--- config.mk ---
export PLATFORM = sky130hd
export DESIGN_NAME = battery_low_hysteresis_monitor_unit
export DESIGN_NICKNAME = d
export VERILOG_FILES = /design/src/hdl/blhm_pkg.sv /design/src/hdl/battery_low_hysteresis_monitor_unit.sv /design/src/hdl/blhm_lane.sv /design/src/hdl/blhm_merge.sv /design/src/hdl/blhm_hyst.sv
export SDC_FILE = /design/constraint.sdc
export NUM_CORES = 1
export LEC_CHECK = 0
export BUFFER_PORTS_ARGS = -buffer_cell sky130_fd_sc_hd__buf_2
export CAP_MARGIN = 15
export CORE_ASPECT_RATIO = 2
export CORE_MARGIN = 2
export CORE_UTILIZATION = 55
export DETAILED_ROUTE_END_ITERATION = 12
export PLACE_DENSITY_LB_ADDON = 0.08
export SLEW_MARGIN = 20
export SYNTH_ARGS = -nofsm -noshare
export SYNTH_HDL_FRONTEND = slang
export SYNTH_SLANG_ARGS = --single-unit
--- constraint.sdc ---
create_clock -name clk -period 6.1 [get_ports clk]
set_input_delay 0.61 -clock clk [delete_from_list [all_inputs] [get_ports clk]]
set_output_delay 0.61 -clock clk [all_outputs]
set_load 0.02 [all_outputs]
--- src/hdl/blhm_pkg.sv ---
// Shared constants, types and config register codes for the battery low monitor.
`timescale 1ns / 1ps
package blhm_pkg;

  // Sample averaging and converter resolution
  localparam int NUM_SAMPLES = 8;
  localparam int ADC_BITS    = 12;

  // Fixed field widths of the streams
  localparam int IN_SAMPLES  = 8;
  localparam int SAMPLE_W    = 12;
  localparam int TIME_W      = 63;
  localparam int DUE_W       = 64;
  localparam int MV_W        = 13;
  localparam int THR_W       = 13;
  localparam int INTERVAL_W  = 32;
  localparam int IN_TDATA_W  = 160;
  localparam int OUT_TDATA_W = 16;
  localparam int CFG_IDX_W   = 8;
  localparam int CFG_DATA_W  = 32;

  // Pipeline depth ahead of the output stage
  localparam int PIPE_DEPTH  = 5;

  // Scaling constants
  localparam int FULL_SCALE    = (1 << ADC_BITS) - 1;
  localparam int PIN_FULL_MV   = 2500;
  localparam int MULT_W        = 12;
  localparam int PIN_W         = 12;
  localparam int DIVIDER_RATIO = 2;

  // Sum of the lanes and its exact reciprocal divide by the sample count
  localparam int    SUM_W    = ADC_BITS + $clog2(NUM_SAMPLES);
  localparam int    AVG_K    = SUM_W + 3;
  localparam int    AVG_M_W  = AVG_K + 1;
  localparam longint AVG_M   = ((longint'(1) << AVG_K) + NUM_SAMPLES - 1) / NUM_SAMPLES;

  // Product avg * 2500 and its exact reciprocal divide by full scale
  localparam int    P_W      = ADC_BITS + MULT_W;
  localparam int    REC_K    = P_W + ADC_BITS;
  localparam int    REC_M_W  = P_W + 1;
  localparam longint REC_M   = ((longint'(1) << REC_K) + FULL_SCALE - 1) / FULL_SCALE;

  // Register reset values
  localparam int LOW_THR_RST   = 3300;
  localparam int RECOV_THR_RST = 3500;
  localparam int INTERVAL_RST  = 1000000;

  // Config register indexes
  typedef enum logic [CFG_IDX_W-1:0] {
    REG_LOW_THR   = 8'd0,
    REG_RECOV_THR = 8'd1,
    REG_INTERVAL  = 8'd2,
    REG_ENABLE    = 8'd3
  } blhm_cfg_reg_t;

  // Live configuration
  typedef struct packed {
    logic [THR_W-1:0]      low_thr;
    logic [THR_W-1:0]      recov_thr;
    logic [INTERVAL_W-1:0] interval;
    logic                  enable;
  } blhm_cfg_t;

  // Load enables of the arithmetic stages
  typedef struct packed {
    logic sum_en;
    logic avg_en;
    logic prod_en;
    logic mv_en;
  } blhm_stage_en_t;

endpackage

--- src/hdl/battery_low_hysteresis_monitor_unit.sv ---
// Top level of the battery low monitor: stream ports, config registers, lanes and pipeline.
`timescale 1ns / 1ps
// Takes one query beat per clock while the result side does not stall, and returns one
// result beat per query, in order. A query passes the lane, sum, average, product and
// millivolt registers and then the result register. The rate is set by the output stage,
// where the 64-bit due-time compare and add and the hysteresis flag close on themselves;
// the sample lanes, the adder tree and the two reciprocal multiplies ahead of it are
// pipelined. Every pipeline stage holds a beat and moves up into a free slot, so new
// queries keep coming in while a result waits, until every stage holds a beat.
// Config writes are always ready and should be made only while no query is in flight.
module battery_low_hysteresis_monitor_unit
  import blhm_pkg::*;
(
  input  logic                   clk,
  input  logic                   rst_n,
  // query stream
  input  logic                   in_tvalid,
  output logic                   in_tready,
  // in_tdata, low bit up: now_time[62:0], sample_0 .. sample_7 (12 bits each), 1 pad bit
  input  logic [IN_TDATA_W-1:0]  in_tdata,
  // result stream
  output logic                   out_tvalid,
  input  logic                   out_tready,
  // out_tdata, low bit up: battery_low, battery_mv[12:0], 2 pad bits
  output logic [OUT_TDATA_W-1:0] out_tdata,
  // out_tuser: measured
  output logic                   out_tuser,
  // config write channel
  input  logic                   cfg_valid,
  output logic                   cfg_ready,
  input  logic [CFG_IDX_W-1:0]   cfg_index,
  input  logic [CFG_DATA_W-1:0]  cfg_data
);

  blhm_cfg_t               cfg_r;
  logic [PIPE_DEPTH:1]     vld_r;
  logic [PIPE_DEPTH+1:1]   en;
  logic                    out_valid_r;
  logic [TIME_W-1:0]       now_r [1:PIPE_DEPTH];
  logic [ADC_BITS-1:0]     lane_val [NUM_SAMPLES];
  logic [MV_W-1:0]         mv;
  blhm_stage_en_t          stage_en;
  logic                    battery_low;
  logic                    measured;
  logic [MV_W-1:0]         battery_mv;

  // Config registers
  assign cfg_ready = 1'b1;

  always_ff @(posedge clk) begin
    if (!rst_n) begin
      cfg_r.low_thr   <= THR_W'(LOW_THR_RST);
      cfg_r.recov_thr <= THR_W'(RECOV_THR_RST);
      cfg_r.interval  <= INTERVAL_W'(INTERVAL_RST);
      cfg_r.enable    <= 1'b0;
    end else if (cfg_valid && cfg_ready) begin
      unique case (cfg_index)
        REG_LOW_THR:   cfg_r.low_thr   <= cfg_data[THR_W-1:0];
        REG_RECOV_THR: cfg_r.recov_thr <= cfg_data[THR_W-1:0];
        REG_INTERVAL:  cfg_r.interval  <= cfg_data[INTERVAL_W-1:0];
        REG_ENABLE:    cfg_r.enable    <= cfg_data[0];
        default: ;
      endcase
    end
  end

  // Advance a stage when it is empty or the one after it advances
  always_comb begin
    en[PIPE_DEPTH+1] = !out_valid_r || out_tready;
    for (int k = PIPE_DEPTH; k >= 1; k--) begin
      en[k] = !vld_r[k] || en[k+1];
    end
  end

  assign in_tready = en[1];

  always_ff @(posedge clk) begin
    if (!rst_n) begin
      vld_r       <= '0;
      out_valid_r <= 1'b0;
    end else begin
      if (en[1]) begin
        vld_r[1] <= in_tvalid;
      end
      for (int k = 2; k <= PIPE_DEPTH; k++) begin
        if (en[k]) begin
          vld_r[k] <= vld_r[k-1];
        end
      end
      if (en[PIPE_DEPTH+1]) begin
        out_valid_r <= vld_r[PIPE_DEPTH];
      end
    end
  end

  // Carry the query time alongside the arithmetic
  always_ff @(posedge clk) begin
    if (en[1]) begin
      now_r[1] <= in_tdata[TIME_W-1:0];
    end
    for (int k = 2; k <= PIPE_DEPTH; k++) begin
      if (en[k]) begin
        now_r[k] <= now_r[k-1];
      end
    end
  end

  // Sample lanes
  for (genvar i = 0; i < NUM_SAMPLES; i++) begin : g_lane
    blhm_lane u_lane (
      .clk    (clk),
      .en     (en[1]),
      .sample (in_tdata[TIME_W + i*SAMPLE_W +: SAMPLE_W]),
      .lane_r (lane_val[i])
    );
  end

  assign stage_en.sum_en  = en[2];
  assign stage_en.avg_en  = en[3];
  assign stage_en.prod_en = en[4];
  assign stage_en.mv_en   = en[5];

  blhm_merge u_merge (
    .clk      (clk),
    .stage_en (stage_en),
    .lane_val (lane_val),
    .mv_r     (mv)
  );

  blhm_hyst u_hyst (
    .clk           (clk),
    .rst_n         (rst_n),
    .en            (en[PIPE_DEPTH+1]),
    .vld           (vld_r[PIPE_DEPTH]),
    .cfg           (cfg_r),
    .now_time      (now_r[PIPE_DEPTH]),
    .mv            (mv),
    .battery_low_r (battery_low),
    .measured_r    (measured),
    .battery_mv_r  (battery_mv)
  );

  // Result beat
  assign out_tvalid = out_valid_r;
  assign out_tdata  = {{(OUT_TDATA_W-MV_W-1){1'b0}}, battery_mv, battery_low};
  assign out_tuser  = measured;

endmodule

--- src/hdl/blhm_lane.sv ---
// One sample lane: mask the raw count to converter resolution and register it.
`timescale 1ns / 1ps
module blhm_lane
  import blhm_pkg::*;
(
  input  logic                clk,
  input  logic                en,
  input  logic [SAMPLE_W-1:0] sample,
  output logic [ADC_BITS-1:0] lane_r
);

  logic [ADC_BITS-1:0] lane_nxt;

  // Drop bits above the converter width
  assign lane_nxt = ADC_BITS'(sample & SAMPLE_W'(FULL_SCALE));

  always_ff @(posedge clk) begin
    if (en) begin
      lane_r <= lane_nxt;
    end
  end

endmodule

--- src/hdl/blhm_merge.sv ---
// Merge the lanes: sum, floor average, scale to pin millivolts and double.
`timescale 1ns / 1ps
module blhm_merge
  import blhm_pkg::*;
(
  input  logic                clk,
  input  blhm_stage_en_t      stage_en,
  input  logic [ADC_BITS-1:0] lane_val [NUM_SAMPLES],
  output logic [MV_W-1:0]     mv_r
);

  logic [SUM_W-1:0]           sum_nxt;
  logic [SUM_W-1:0]           sum_r;
  logic [SUM_W+AVG_M_W-1:0]   avg_prod;
  logic [ADC_BITS-1:0]        avg_r;
  logic [P_W-1:0]             prod_nxt;
  logic [P_W-1:0]             prod_r;
  logic [P_W+REC_M_W-1:0]     rec_prod;
  logic [PIN_W-1:0]           pin;
  logic [MV_W-1:0]            mv_nxt;

  // Add up all lanes
  always_comb begin
    sum_nxt = '0;
    for (int i = 0; i < NUM_SAMPLES; i++) begin
      sum_nxt = sum_nxt + SUM_W'(lane_val[i]);
    end
  end

  // Floor average by reciprocal multiply, exact over the sum range
  assign avg_prod = sum_r * AVG_M_W'(AVG_M);

  // Scale the average by the full pin voltage
  assign prod_nxt = avg_r * MULT_W'(PIN_FULL_MV);

  // Floor divide by full scale, then double for the divider
  assign rec_prod = prod_r * REC_M_W'(REC_M);
  assign pin      = rec_prod[REC_K +: PIN_W];
  assign mv_nxt   = MV_W'(pin * DIVIDER_RATIO);

  always_ff @(posedge clk) begin
    if (stage_en.sum_en) begin
      sum_r <= sum_nxt;
    end
    if (stage_en.avg_en) begin
      avg_r <= avg_prod[AVG_K +: ADC_BITS];
    end
    if (stage_en.prod_en) begin
      prod_r <= prod_nxt;
    end
    if (stage_en.mv_en) begin
      mv_r <= mv_nxt;
    end
  end

endmodule

--- src/hdl/blhm_hyst.sv ---
// Output stage: due-time check, hysteresis flag and the result register.
`timescale 1ns / 1ps
module blhm_hyst
  import blhm_pkg::*;
(
  input  logic              clk,
  input  logic              rst_n,
  input  logic              en,
  input  logic              vld,
  input  blhm_cfg_t         cfg,
  input  logic [TIME_W-1:0] now_time,
  input  logic [MV_W-1:0]   mv,
  output logic              battery_low_r,
  output logic              measured_r,
  output logic [MV_W-1:0]   battery_mv_r
);

  logic              low_flag_r;
  logic              low_flag_nxt;
  logic [DUE_W-1:0]  next_due_r;
  logic [DUE_W-1:0]  next_due_nxt;
  logic [DUE_W-1:0]  now_ext;
  logic [MV_W-1:0]   mv_eff;
  logic              due;
  logic              low_nxt;

  assign now_ext = {1'b0, now_time};
  assign due     = now_ext >= next_due_r;
  assign mv_eff  = cfg.enable ? mv : '0;

  // Decide the flag and the next due time
  always_comb begin
    low_flag_nxt = low_flag_r;
    next_due_nxt = next_due_r;
    low_nxt      = low_flag_r;
    if (due) begin
      next_due_nxt = now_ext + DUE_W'(cfg.interval);
      if (mv_eff == '0) begin
        low_nxt = 1'b0;
      end else begin
        if (low_flag_r) begin
          low_flag_nxt = !(mv_eff >= cfg.recov_thr);
        end else begin
          low_flag_nxt = mv_eff < cfg.low_thr;
        end
        low_nxt = low_flag_nxt;
      end
    end
  end

  // Hold state across items
  always_ff @(posedge clk) begin
    if (!rst_n) begin
      low_flag_r <= 1'b0;
      next_due_r <= '0;
    end else if (en && vld) begin
      low_flag_r <= low_flag_nxt;
      next_due_r <= next_due_nxt;
    end
  end

  // Result payload
  always_ff @(posedge clk) begin
    if (en && vld) begin
      battery_low_r <= low_nxt;
      measured_r    <= due;
      battery_mv_r  <= due ? mv_eff : '0;
    end
  end

endmodule

Word level (Yosys, flattened, before mapping)
Memory sizes are Yosys's and may differ from the RTL's.
Cells that the tools add are included.
Storage, ports and cells
  bits in registers: 302
  memory bits (writable): 315
  input port bits: 205
  output and inout port bits: 20
  logic and storage cells: 81
  memories: 1
Cells by class
  add/sub/neg operators: 8
  multipliers: 2
  magnitude comparators: 3
  eq/ne operators: 3
  muxes and demuxes: 14
  bitwise logic cells: 1
  reduce and logical (&&, ||, !) cells: 22
Memory list
  now_r: depth 5, bits a word 63, read ports 5, clocked after Yosys merged registers in 0, write ports 5, RTL line battery_low_hysteresis_monitor_unit.sv:39  | logic [TIME_W-1:0] now_r [1:PIPE_DEPTH];
Operators with widths (count)
  $add 15x12->15: 6
  $add 63x32->64: 1
  $ge 63x64->1: 1
  $mul 22x24->45 const B: 1
  $mul 12x10->22 const B: 1
  $eq 8x2->1 const B: 2
  $add 12x12->13: 1
  $ge 13x13->1: 1
  $logic_not 13->1: 1
  $lt 13x13->1: 1
  $mux 1: 13
  $mux 13: 1
  $reduce_and 2->1: 5
  $eq 8x1->1 const B: 1
  $logic_not 8->1: 1
  $logic_not 1->1: 7
  $logic_or 1x1->1: 6
  $reduce_and 3->1: 1
  $logic_and 1x1->1: 1
  $not 1->1: 1

Longest topological paths before layout
Gate-level depths: netlist (run 1).
  depth after elaboration: 9
  mapped depth: 26
  gate-level depth less buffers: 26

Modules after synthesis
From an unflattened synthesis (run 1), not the netlist that was laid out.
Second synthesis, totals
  cells, all modules: 2364
  area, all modules: 30214.0 um^2
Modules (own cells, without submodules)
  battery_low_hysteresis_monitor_unit: times used 1, cells an instance 590, area each 12162.9 um^2, sequential area each 10760.3 um^2
  blhm_merge: times used 1, cells an instance 710, area each 7597.3 um^2, sequential area each 1741.7 um^2
  blhm_hyst: times used 1, cells an instance 968, area each 7571.0 um^2, sequential area each 1751.7 um^2
  blhm_lane: times used 8, cells an instance 12, area each 360.3 um^2, sequential area each 360.3 um^2

Least setup slack after synthesis (run 1)
Ideal clock, no wire load.
  path type: input to register
  from: input out_tready
  to: register g_lane[0].u_lane.lane_r[0], enable pin
  library setup time: 1779 ps
  arrival: 4905 ps
  required time: 4321 ps
  path slack: -583 ps
  cell stages on the path: 4
  buffers on the path: 0
  cell sequence: nor2b_1 -> and3_1 -> and2_1 -> nand3_1
On the way
  word-level cells in the longest chain between the ends: 6
RTL lines
  start: declaration: RTL line battery_low_hysteresis_monitor_unit.sv:23  | input logic out_tready,
  $logic_or 1x1->1: RTL line battery_low_hysteresis_monitor_unit.sv:69  | en[PIPE_DEPTH+1] = !out_valid_r || out_tready;
  $logic_or 1x1->1 (5 in series): RTL line battery_low_hysteresis_monitor_unit.sv:71  | en[k] = !vld_r[k] || en[k+1];
  via in_tready: RTL line battery_low_hysteresis_monitor_unit.sv:18  | output logic in_tready,
  end signal: assignment: RTL line blhm_lane.sv:19  | lane_r <= lane_nxt;
  end: declaration: RTL line blhm_lane.sv:9  | output logic [ADC_BITS-1:0] lane_r
The timed path passes the listed nets, and every way through them passes these cells.
A chain may end at the register's enable or synchronous reset.

Worst setup path after layout (run 1)
  from: register g_lane[0].u_lane.lane_r[1]
  to: register u_merge.sum_r[14], data pin
On the way
  word-level cells in the longest chain between the ends: 7
RTL lines
  $add 12x12->13: RTL line blhm_merge.sv:26  | sum_nxt = sum_nxt + SUM_W'(lane_val[i]);
  $add 15x12->15 (6 in series): RTL line blhm_merge.sv:26
  via u_merge.sum_nxt[14]: RTL line blhm_merge.sv:12  | logic [SUM_W-1:0] sum_nxt;
  end signal: assignment: RTL line blhm_merge.sv:43  | sum_r <= sum_nxt;
  end: declaration: RTL line blhm_merge.sv:13  | logic [SUM_W-1:0] sum_r;
The timed path passes the listed nets, and every way through them passes these cells.

==> summary.md, run 1 <==
| Metric | Value |
|---|---|
| Root Driver | `clkbuf_16` |
| Max Root-Sink Buffers | `3` |
| Initial antenna violation count | `8` |
| Dpl hpwl | `44100 um` |
| Post-synthesis sequential area ratio | `57.7%` |
| GRT overflow | `0` |
| Worst R2R Path Depth | `24` |
| Die area | `0.0559 mm^2` |
| Layout area overhead | `13.2%` |
| Peak VDD IR | `685 uV` |
| Io pins | `225` |
| Share of post-route cells with drive strength above 1 | `16.0%` |
| Critical path required time | `6.47 ns` |
| CP endpoint kind | `register` |
| Syn Area/Cell | `13.1 um^2` |
| Part of the cycle the worst path needs | `95.8%` |
| Post-synthesis async set-or-reset flop share | `0%` |
| CP startpoint kind | `register` |
| DRT antenna net count | `0` |
| Via/cell ratio | `5.41` |
| Post-synth top cells | `edfxtp_1 (483), ha_1 (293), inv_1 (265)` |
| Clock buffer count from CTS | `54` |
| Sink Count | `613` |
| DRC violations left | `0` |
| Leak Pwr | `14.2 nW` |
| Power, Total | `18.3 mW` |
| GRT Util Overall | `21.4%` |
| Min Hold Slack | `0.151 ns` |
| Crit path DAT | `6.21 ns` |
| First-pass GRT wire length | `93500 um` |
| Gpl congestion | `0.913` |
| Critical register-to-register path endpoint | `u_merge.sum_r[14]` |
| Max-slew violation count | `0` |
| Netlist cell types | `77` |
| CTS tree | `built` |
| Vias in the first global route | `18400` |
| Seq cells post-synth | `613` |
| Max Cap Violations | `0` |
| Cell area after synthesis | `0.0297 mm^2` |
| Worst Path Max Fanout | `2` |
| Worst Setup EP | `u_merge.sum_r[14]` |
| Number of enable flip-flop cells after synthesis | `483` |
| Initial Utilization | `55.5%` |
| Main synth FF type | `edfxtp_1` |
| Core Region | `0.0535 mm^2` |
| Post-synthesis cell count | `2269` |
| Setup ws final | `0.256 ns` |
| RR Startpoint | `g_lane[0].u_lane.lane_r[1]` |
| Worst Tran Pin Value | `1.06 ns` |
| Nets@finish | `3098` |
| RSZ-0062 raised after global routing | `false` |
| Fmax achieved | `0.171 GHz` |
| Final Hold Viols | `0` |
| Hold Path Class | `in2reg` |
| Dpl ws | `-0.447 ns` |
| CP Class | `reg2reg` |
| WL per Instance | `18.2 um` |
| PD cells | `545 mW/mm^2` |
| Pre-Repair DR Iteration Count | `5` |
| Synth top area cells | `edfxtp_1 (49%), ha_1 (12%), dfxtp_1 (8.8%)` |
| Flop2flop setup slack | `0.26 ns` |
| WL final | `58800 um` |
| Largest net degree at the start of global routing | `81` |
| Most instantiated library cell after synthesis | `edfxtp_1` |
| Worst-path clk slew | `0.07 ns` |
| Chip width | `168 um` |
| H-tree depth | `2` |
| Critical path origin | `g_lane[0].u_lane.lane_r[1]` |
| Max-Slew Margin vs Limit | `29.1%` |
| Post-synth top area share | `48.9%` |
| Vias | `17500` |
| Die Span Y | `332 um` |
| Rows | `120` |
| Crit path time final | `5.84 ns` |
| Final Setup Violations | `0` |
| Fin Clk Skew | `0.0415 ns` |
| DR iter-0 viols | `871` |
| Synthesis Warnings | `0` |
| Worst-Skew Late Latency | `0.63 ns` |
| IO buf count | `219` |
| Yosys top cell by area | `edfxtp_1` |
| Status | `completed` |
[registers in the layout (all words and copies together), names as in the netlist]
register / count
u_hyst.next_due_r: 64
u_merge.avg_r: 12
cfg_r: 59
u_merge.prod_r: 22
u_hyst.battery_low_r: 1
out_tvalid: 1
u_hyst.measured_r: 1
u_merge.mv_r: 12
now_r: 315
u_hyst.low_flag_r: 1
u_hyst.battery_mv_r: 12
u_merge.sum_r: 12
vld_r: 5
g_lane.u_lane.lane_r: 96
[stage by stage]
stage	instance area (um^2)	util, %	std cells	setup TNS [ns]
2_1_floorplan	29700	-	2271	0
3_3_place_gp	31500	59.0	3130	-0.470
3_5_place_dp	31500	59.0	3130	-0.892
4_1_cts	33400	62.5	3234	0
5_1_grt	33600	62.8	3235	0
6_report	33600	62.8	3237	0
[layout make-up]
cell class	count	area [um^2]
fill	4123	19900
sequential	613	17100
multi-input combinational	1337	11500
clock buffer	68	1470
timing repair buffer	247	1310
inverter	265	995
tap	671	840
clock inverter	34	389
antenna	2	5.00
[worst min path at each step]
| stage | start | to | slack, ns | cells past startpoint |
|---|---|---|---|---|
| global placement | now_r[0][200] | now_r[0][263] | 0.40 | 0 |
| CTS | in_tdata[0] | now_r[0][63] | 0.11 | 1 |
| global route | in_tdata[118] | g_lane[4].u_lane.lane_r[7] | 0.13 | 1 |
| detailed placement | now_r[0][64] | now_r[0][127] | 0.40 | 0 |
| finish | in_tdata[52] | now_r[0][115] | 0.15 | 1 |
| floorplan | now_r[0][63] | now_r[0][126] | 0.40 | 0 |
[repair_timing]
item	in CTS	in global routing
gates resized for setup	12	32
buffers inserted	2	3
endpoints found under the setup margin	4	2
pin swaps	4	35
hold buffers	0	0
[where the power goes]
part	internal [mW]	switching, mW	leakage, nW	total (mW)
Combinational	4.18	4.88	7.11	9.05
Sequential	5.42	0.316	6.18	5.73
Clock	1.95	1.56	0.888	3.51
[metal layers]
metal / global-route usage (%) / routed length, um
met1: 23.6 / 21800
met2: 41.0 / 32300
met3: 3.20 / 2410
met4: 8.14 / 2210
met5: 0 / 81
[cell usage in the layout (no fill, tap or decap), types with 6 or more instances in the layout]
cell	netlist	final
o211ai_1	14	14
nand3_1	47	46
clkinv_2	0	7
fa_1	82	80
nor2_1	64	60
clkbuf_1	24	7
xor2_1	37	37
a21o_1	23	23
a211oi_1	9	9
a31oi_1	9	9
and4_1	6	6
clkinv_1	0	7
nand4_1	25	25
buf_4	9	28
mux2i_1	21	21
o21a_1	17	17
edfxtp_1	483	483
a21boi_1	15	15
a21boi_0	38	35
nand2b_1	13	12
buf_2	16	219
inv_1	265	259
o21ai_0	60	56
nor2b_1	37	35
and3_1	17	17
clkbuf_16	0	54
nand2_1	192	189
dfxtp_1	130	130
clkinvlp_4	0	6
inv_2	0	6
a21oi_1	89	85
o21ai_1	10	11
and2_1	23	23
clkbuf_8	0	7
nor4_1	7	7
o2bb2ai_2	20	20
ha_1	293	287
xnor2_1	58	56
nor3_1	26	26
[kinds of logic after synthesis]
kind of cell	after synthesis	share of synthesized area, %
XOR/XNOR	95	2.81
other	2	0.0253
AND/OR/NAND/NOR	484	7.94
flip-flops	613	57.7
adder cells (fa/ha/maj)	375	17.9
buffers and inverters	321	4.40
multiplexers	22	0.747
AO/OA/AOI/OAI	357	8.51
[critical path, stage by stage (launching register included)]
cell      delay, ns
edfxtp_1       0.39
buf_4          0.16
ha_4           0.22
a21o_1         0.16
a21oi_2        0.18
nand2b_4       0.16
a21boi_2       0.07
o21ai_1        0.16
nand2_2        0.11
a41o_1         0.25
buf_4          0.15
o41ai_1        0.40
xnor2_1        0.15
fa_1           0.49
inv_1          0.05
fa_1           0.50
fa_1           0.51
fa_1           0.51
inv_1          0.04
ha_1           0.32
o21a_1         0.13
o21ai_1        0.14
nand2b_1       0.12
a21oi_2        0.15
xnor2_1        0.08
No activity file was read; power rests on OpenSTA's default activity.
==> run 2, diff against run 1 <==
--- a/config.mk
+++ b/config.mk
@@ -11,7 +11,8 @@
 export CORE_MARGIN = 2
 export CORE_UTILIZATION = 55
 export DETAILED_ROUTE_END_ITERATION = 12
-export PLACE_DENSITY_LB_ADDON = 0.08
+export PLACE_DENSITY = 0.84
+export REMOVE_ABC_BUFFERS = 1
 export SLEW_MARGIN = 20
 export SYNTH_ARGS = -nofsm -noshare
 export SYNTH_HDL_FRONTEND = slang
==> run 2 against run 1 <==
Net effect: cell area down 0.95%; cell count down 0.34%; critical path depth up 1; combinational power up 0.7%; sequential share of layout area up 0.49 points; clock-buffer cell count down 4; non-clock buffer count down 8; worst hold slack better by 0.021 ns; critical endpoint unchanged; sequential power about the same.
==> summary.md, run 2 (synthesis results as in run 1) <==
| Metric | Value |
|---|---|
| Part of the cycle the worst path needs | `97.4%` |
| Max FFs per register | `315` |
| Die Span Y | `332 um` |
| Largest net degree at the start of global routing | `94` |
| Layout area overhead | `12.1%` |
| Switching power | `6.90 mW` |
| Worst Tran Pin Value | `1.07 ns` |
| CP endpoint kind | `register` |
| Setup TNS | `0 ns` |
| Max-slew violation count | `0` |
| Share of post-route cells with drive strength above 1 | `14.5%` |
| Max-Slew Margin vs Limit | `28.3%` |
| DR iter-0 viols | `935` |
| Commonest non-fill, non-tap cell in the layout | `edfxtp_1` |
| DRC violations left | `0` |
| Status | `completed` |
| DRT antenna net count | `0` |
| Vias | `18100` |
| Crit path DAT | `6.30 ns` |
| Io pins | `225` |
| First-pass GRT wire length | `99000 um` |
| Final Hold Viols | `0` |
| Dpl ws | `-0.225 ns` |
| Min Hold Slack | `0.172 ns` |
| Power, Total | `18.1 mW` |
| Initial Utilization | `55.5%` |
| Filler instances | `3871` |
| Peak VDD IR | `908 uV` |
| Sink Count | `613` |
| Worst-path clk slew | `0.07 ns` |
| Chip width | `168 um` |
| Gate power share | `50.3%` |
| Via/cell ratio | `5.63` |
| WL final | `63200 um` |
| CP Class | `reg2reg` |
| Fmax achieved | `0.168 GHz` |
| H-tree depth | `2` |
| Area post-placement | `0.0315 mm^2` |
| Reg power frac | `31.6%` |
| Final Setup Violations | `0` |
| Root Driver | `clkbuf_16` |
| Cells after DPL | `3121` |
| Max Root-Sink Buffers | `3` |
| Leak Pwr | `14.1 nW` |
| Fin area | `0.0333 mm^2` |
| CP startpoint kind | `register` |
| Critical path required time | `6.46 ns` |
| Crit path time final | `5.94 ns` |
| Rows | `120` |
| IO buf count | `219` |
| Vias in the first global route | `19500` |
| Int Pwr | `11.2 mW` |
| Setup ws final | `0.158 ns` |
| Fin Clk Skew | `0.0241 ns` |
| Post-Layout Cell Count | `3226` |
| PD cells | `545 mW/mm^2` |
| Post-layout util | `62.2%` |
| Worst Path Max Fanout | `2` |
| Pre-Repair DR Iteration Count | `4` |
| Initial antenna violation count | `11` |
| GRT Util Overall | `22.7%` |
| Nets@finish | `3088` |
| Switching share of power | `38.1%` |
| Reg with most FFs | `now_r` |
| Most frequent cells in the layout | `edfxtp_1 (483), ha_1 (292), inv_1 (265), buf_2 (219), nand2_1 (189)` |
| Gpl congestion | `0.941` |
| WL per Instance | `19.6 um` |
| CTS tree | `built` |
| Max Cap Violations | `0` |
| Hold Path Class | `in2reg` |
| Clk pwr share | `18.1%` |
| Worst-Skew Late Latency | `0.62 ns` |
| Core Region | `0.0535 mm^2` |
| GRT overflow | `0` |
| Largest registers | `now_r x315, g_lane.u_lane.lane_r x96, u_hyst.next_due_r x64` |
| Clock buffer count from CTS | `52` |
| Die area | `0.0559 mm^2` |
| Dpl hpwl | `47400 um` |
## run 2: cell types whose count changed in the layout (fill, tap and decap cells not counted), moves of 4 or more
cell / previous run / this run
inv_2: 6 / 2
ha_1: 287 / 292
buf_4: 28 / 19
inv_1: 259 / 265
clkbuf_8: 7 / 1
ha_4: 4 / 0
## run 2: final timing paths
path                                    from  cells after the start           endpoint  slack (ns)
setup / recovery  g_lane[0].u_lane.lane_r[0]                     25  u_merge.sum_r[14]        0.16
hold / removal                  in_tdata[15]                      1       now_r[0][78]        0.17
setup reg to reg  g_lane[0].u_lane.lane_r[0]                     25  u_merge.sum_r[14]        0.16
hold reg to reg                now_r[0][220]                      0      now_r[0][283]        0.40
## run 2: worst max-delay path, stage by stage (launching register included)
cell and delay, ns:
edfxtp_1 0.36, ha_2 0.19, inv_1 0.05, fa_1 0.37
nor2b_1 0.18, o21ai_2 0.10, a21boi_2 0.18, o21ai_2 0.12
a21boi_2 0.17, o21ai_0 0.11, nor2b_2 0.18, xnor2_1 0.14
fa_1 0.50, inv_1 0.06, fa_1 0.46, fa_1 0.51
fa_1 0.51, inv_1 0.04, ha_1 0.21, or3_1 0.38
o211a_1 0.24, o21a_1 0.18, o21ai_1 0.13, nand2b_1 0.11
a21oi_2 0.14, xnor2_1 0.07
## run 2: final cells by class
cell class                      count  area [um^2]  share of cell area (%)
Multi-Input combinational cell   1337        11300                    34.1
Timing Repair Buffer              239         1260                    3.79
Inverter                          265          995                    2.99
Tap cell                          671          840                    2.52
Antenna cell                        3         7.51                  0.0226
Clock inverter                     34          287                   0.862
Clock buffer                       64         1420                    4.27
Sequential cell                   613        17100                    51.4
## run 2: layer usage
metal / part of all wire [%] / global-route usage, %
met3: 4.3 / 3.32
met5: 0.13 / 0
met2: 55 / 43.8
met4: 7.3 / 15.1
met1: 33 / 21.9
## run 2: what timing repair did
item | CTS | global route
cloned | 0 | 0
hold endpoints to repair | 0 | 0
pin swaps | 0 | 14
resized for setup | 5 | 10
endpoints found under the setup margin | 2 | 2
buffers inserted | 0 | 4
hold buffers | 0 | 0
## run 2: power groups by stage
stage	registers [mW]	logic, mW	clock network [mW]
4_1_cts	5.74	9.03	3.36
6_report	5.73	9.11	3.28
5_1_grt	5.77	10.3	3.50
2_1_floorplan	5.67	6.84	0
3_5_place_dp	5.82	8.90	0
3_3_place_gp	5.81	8.37	0
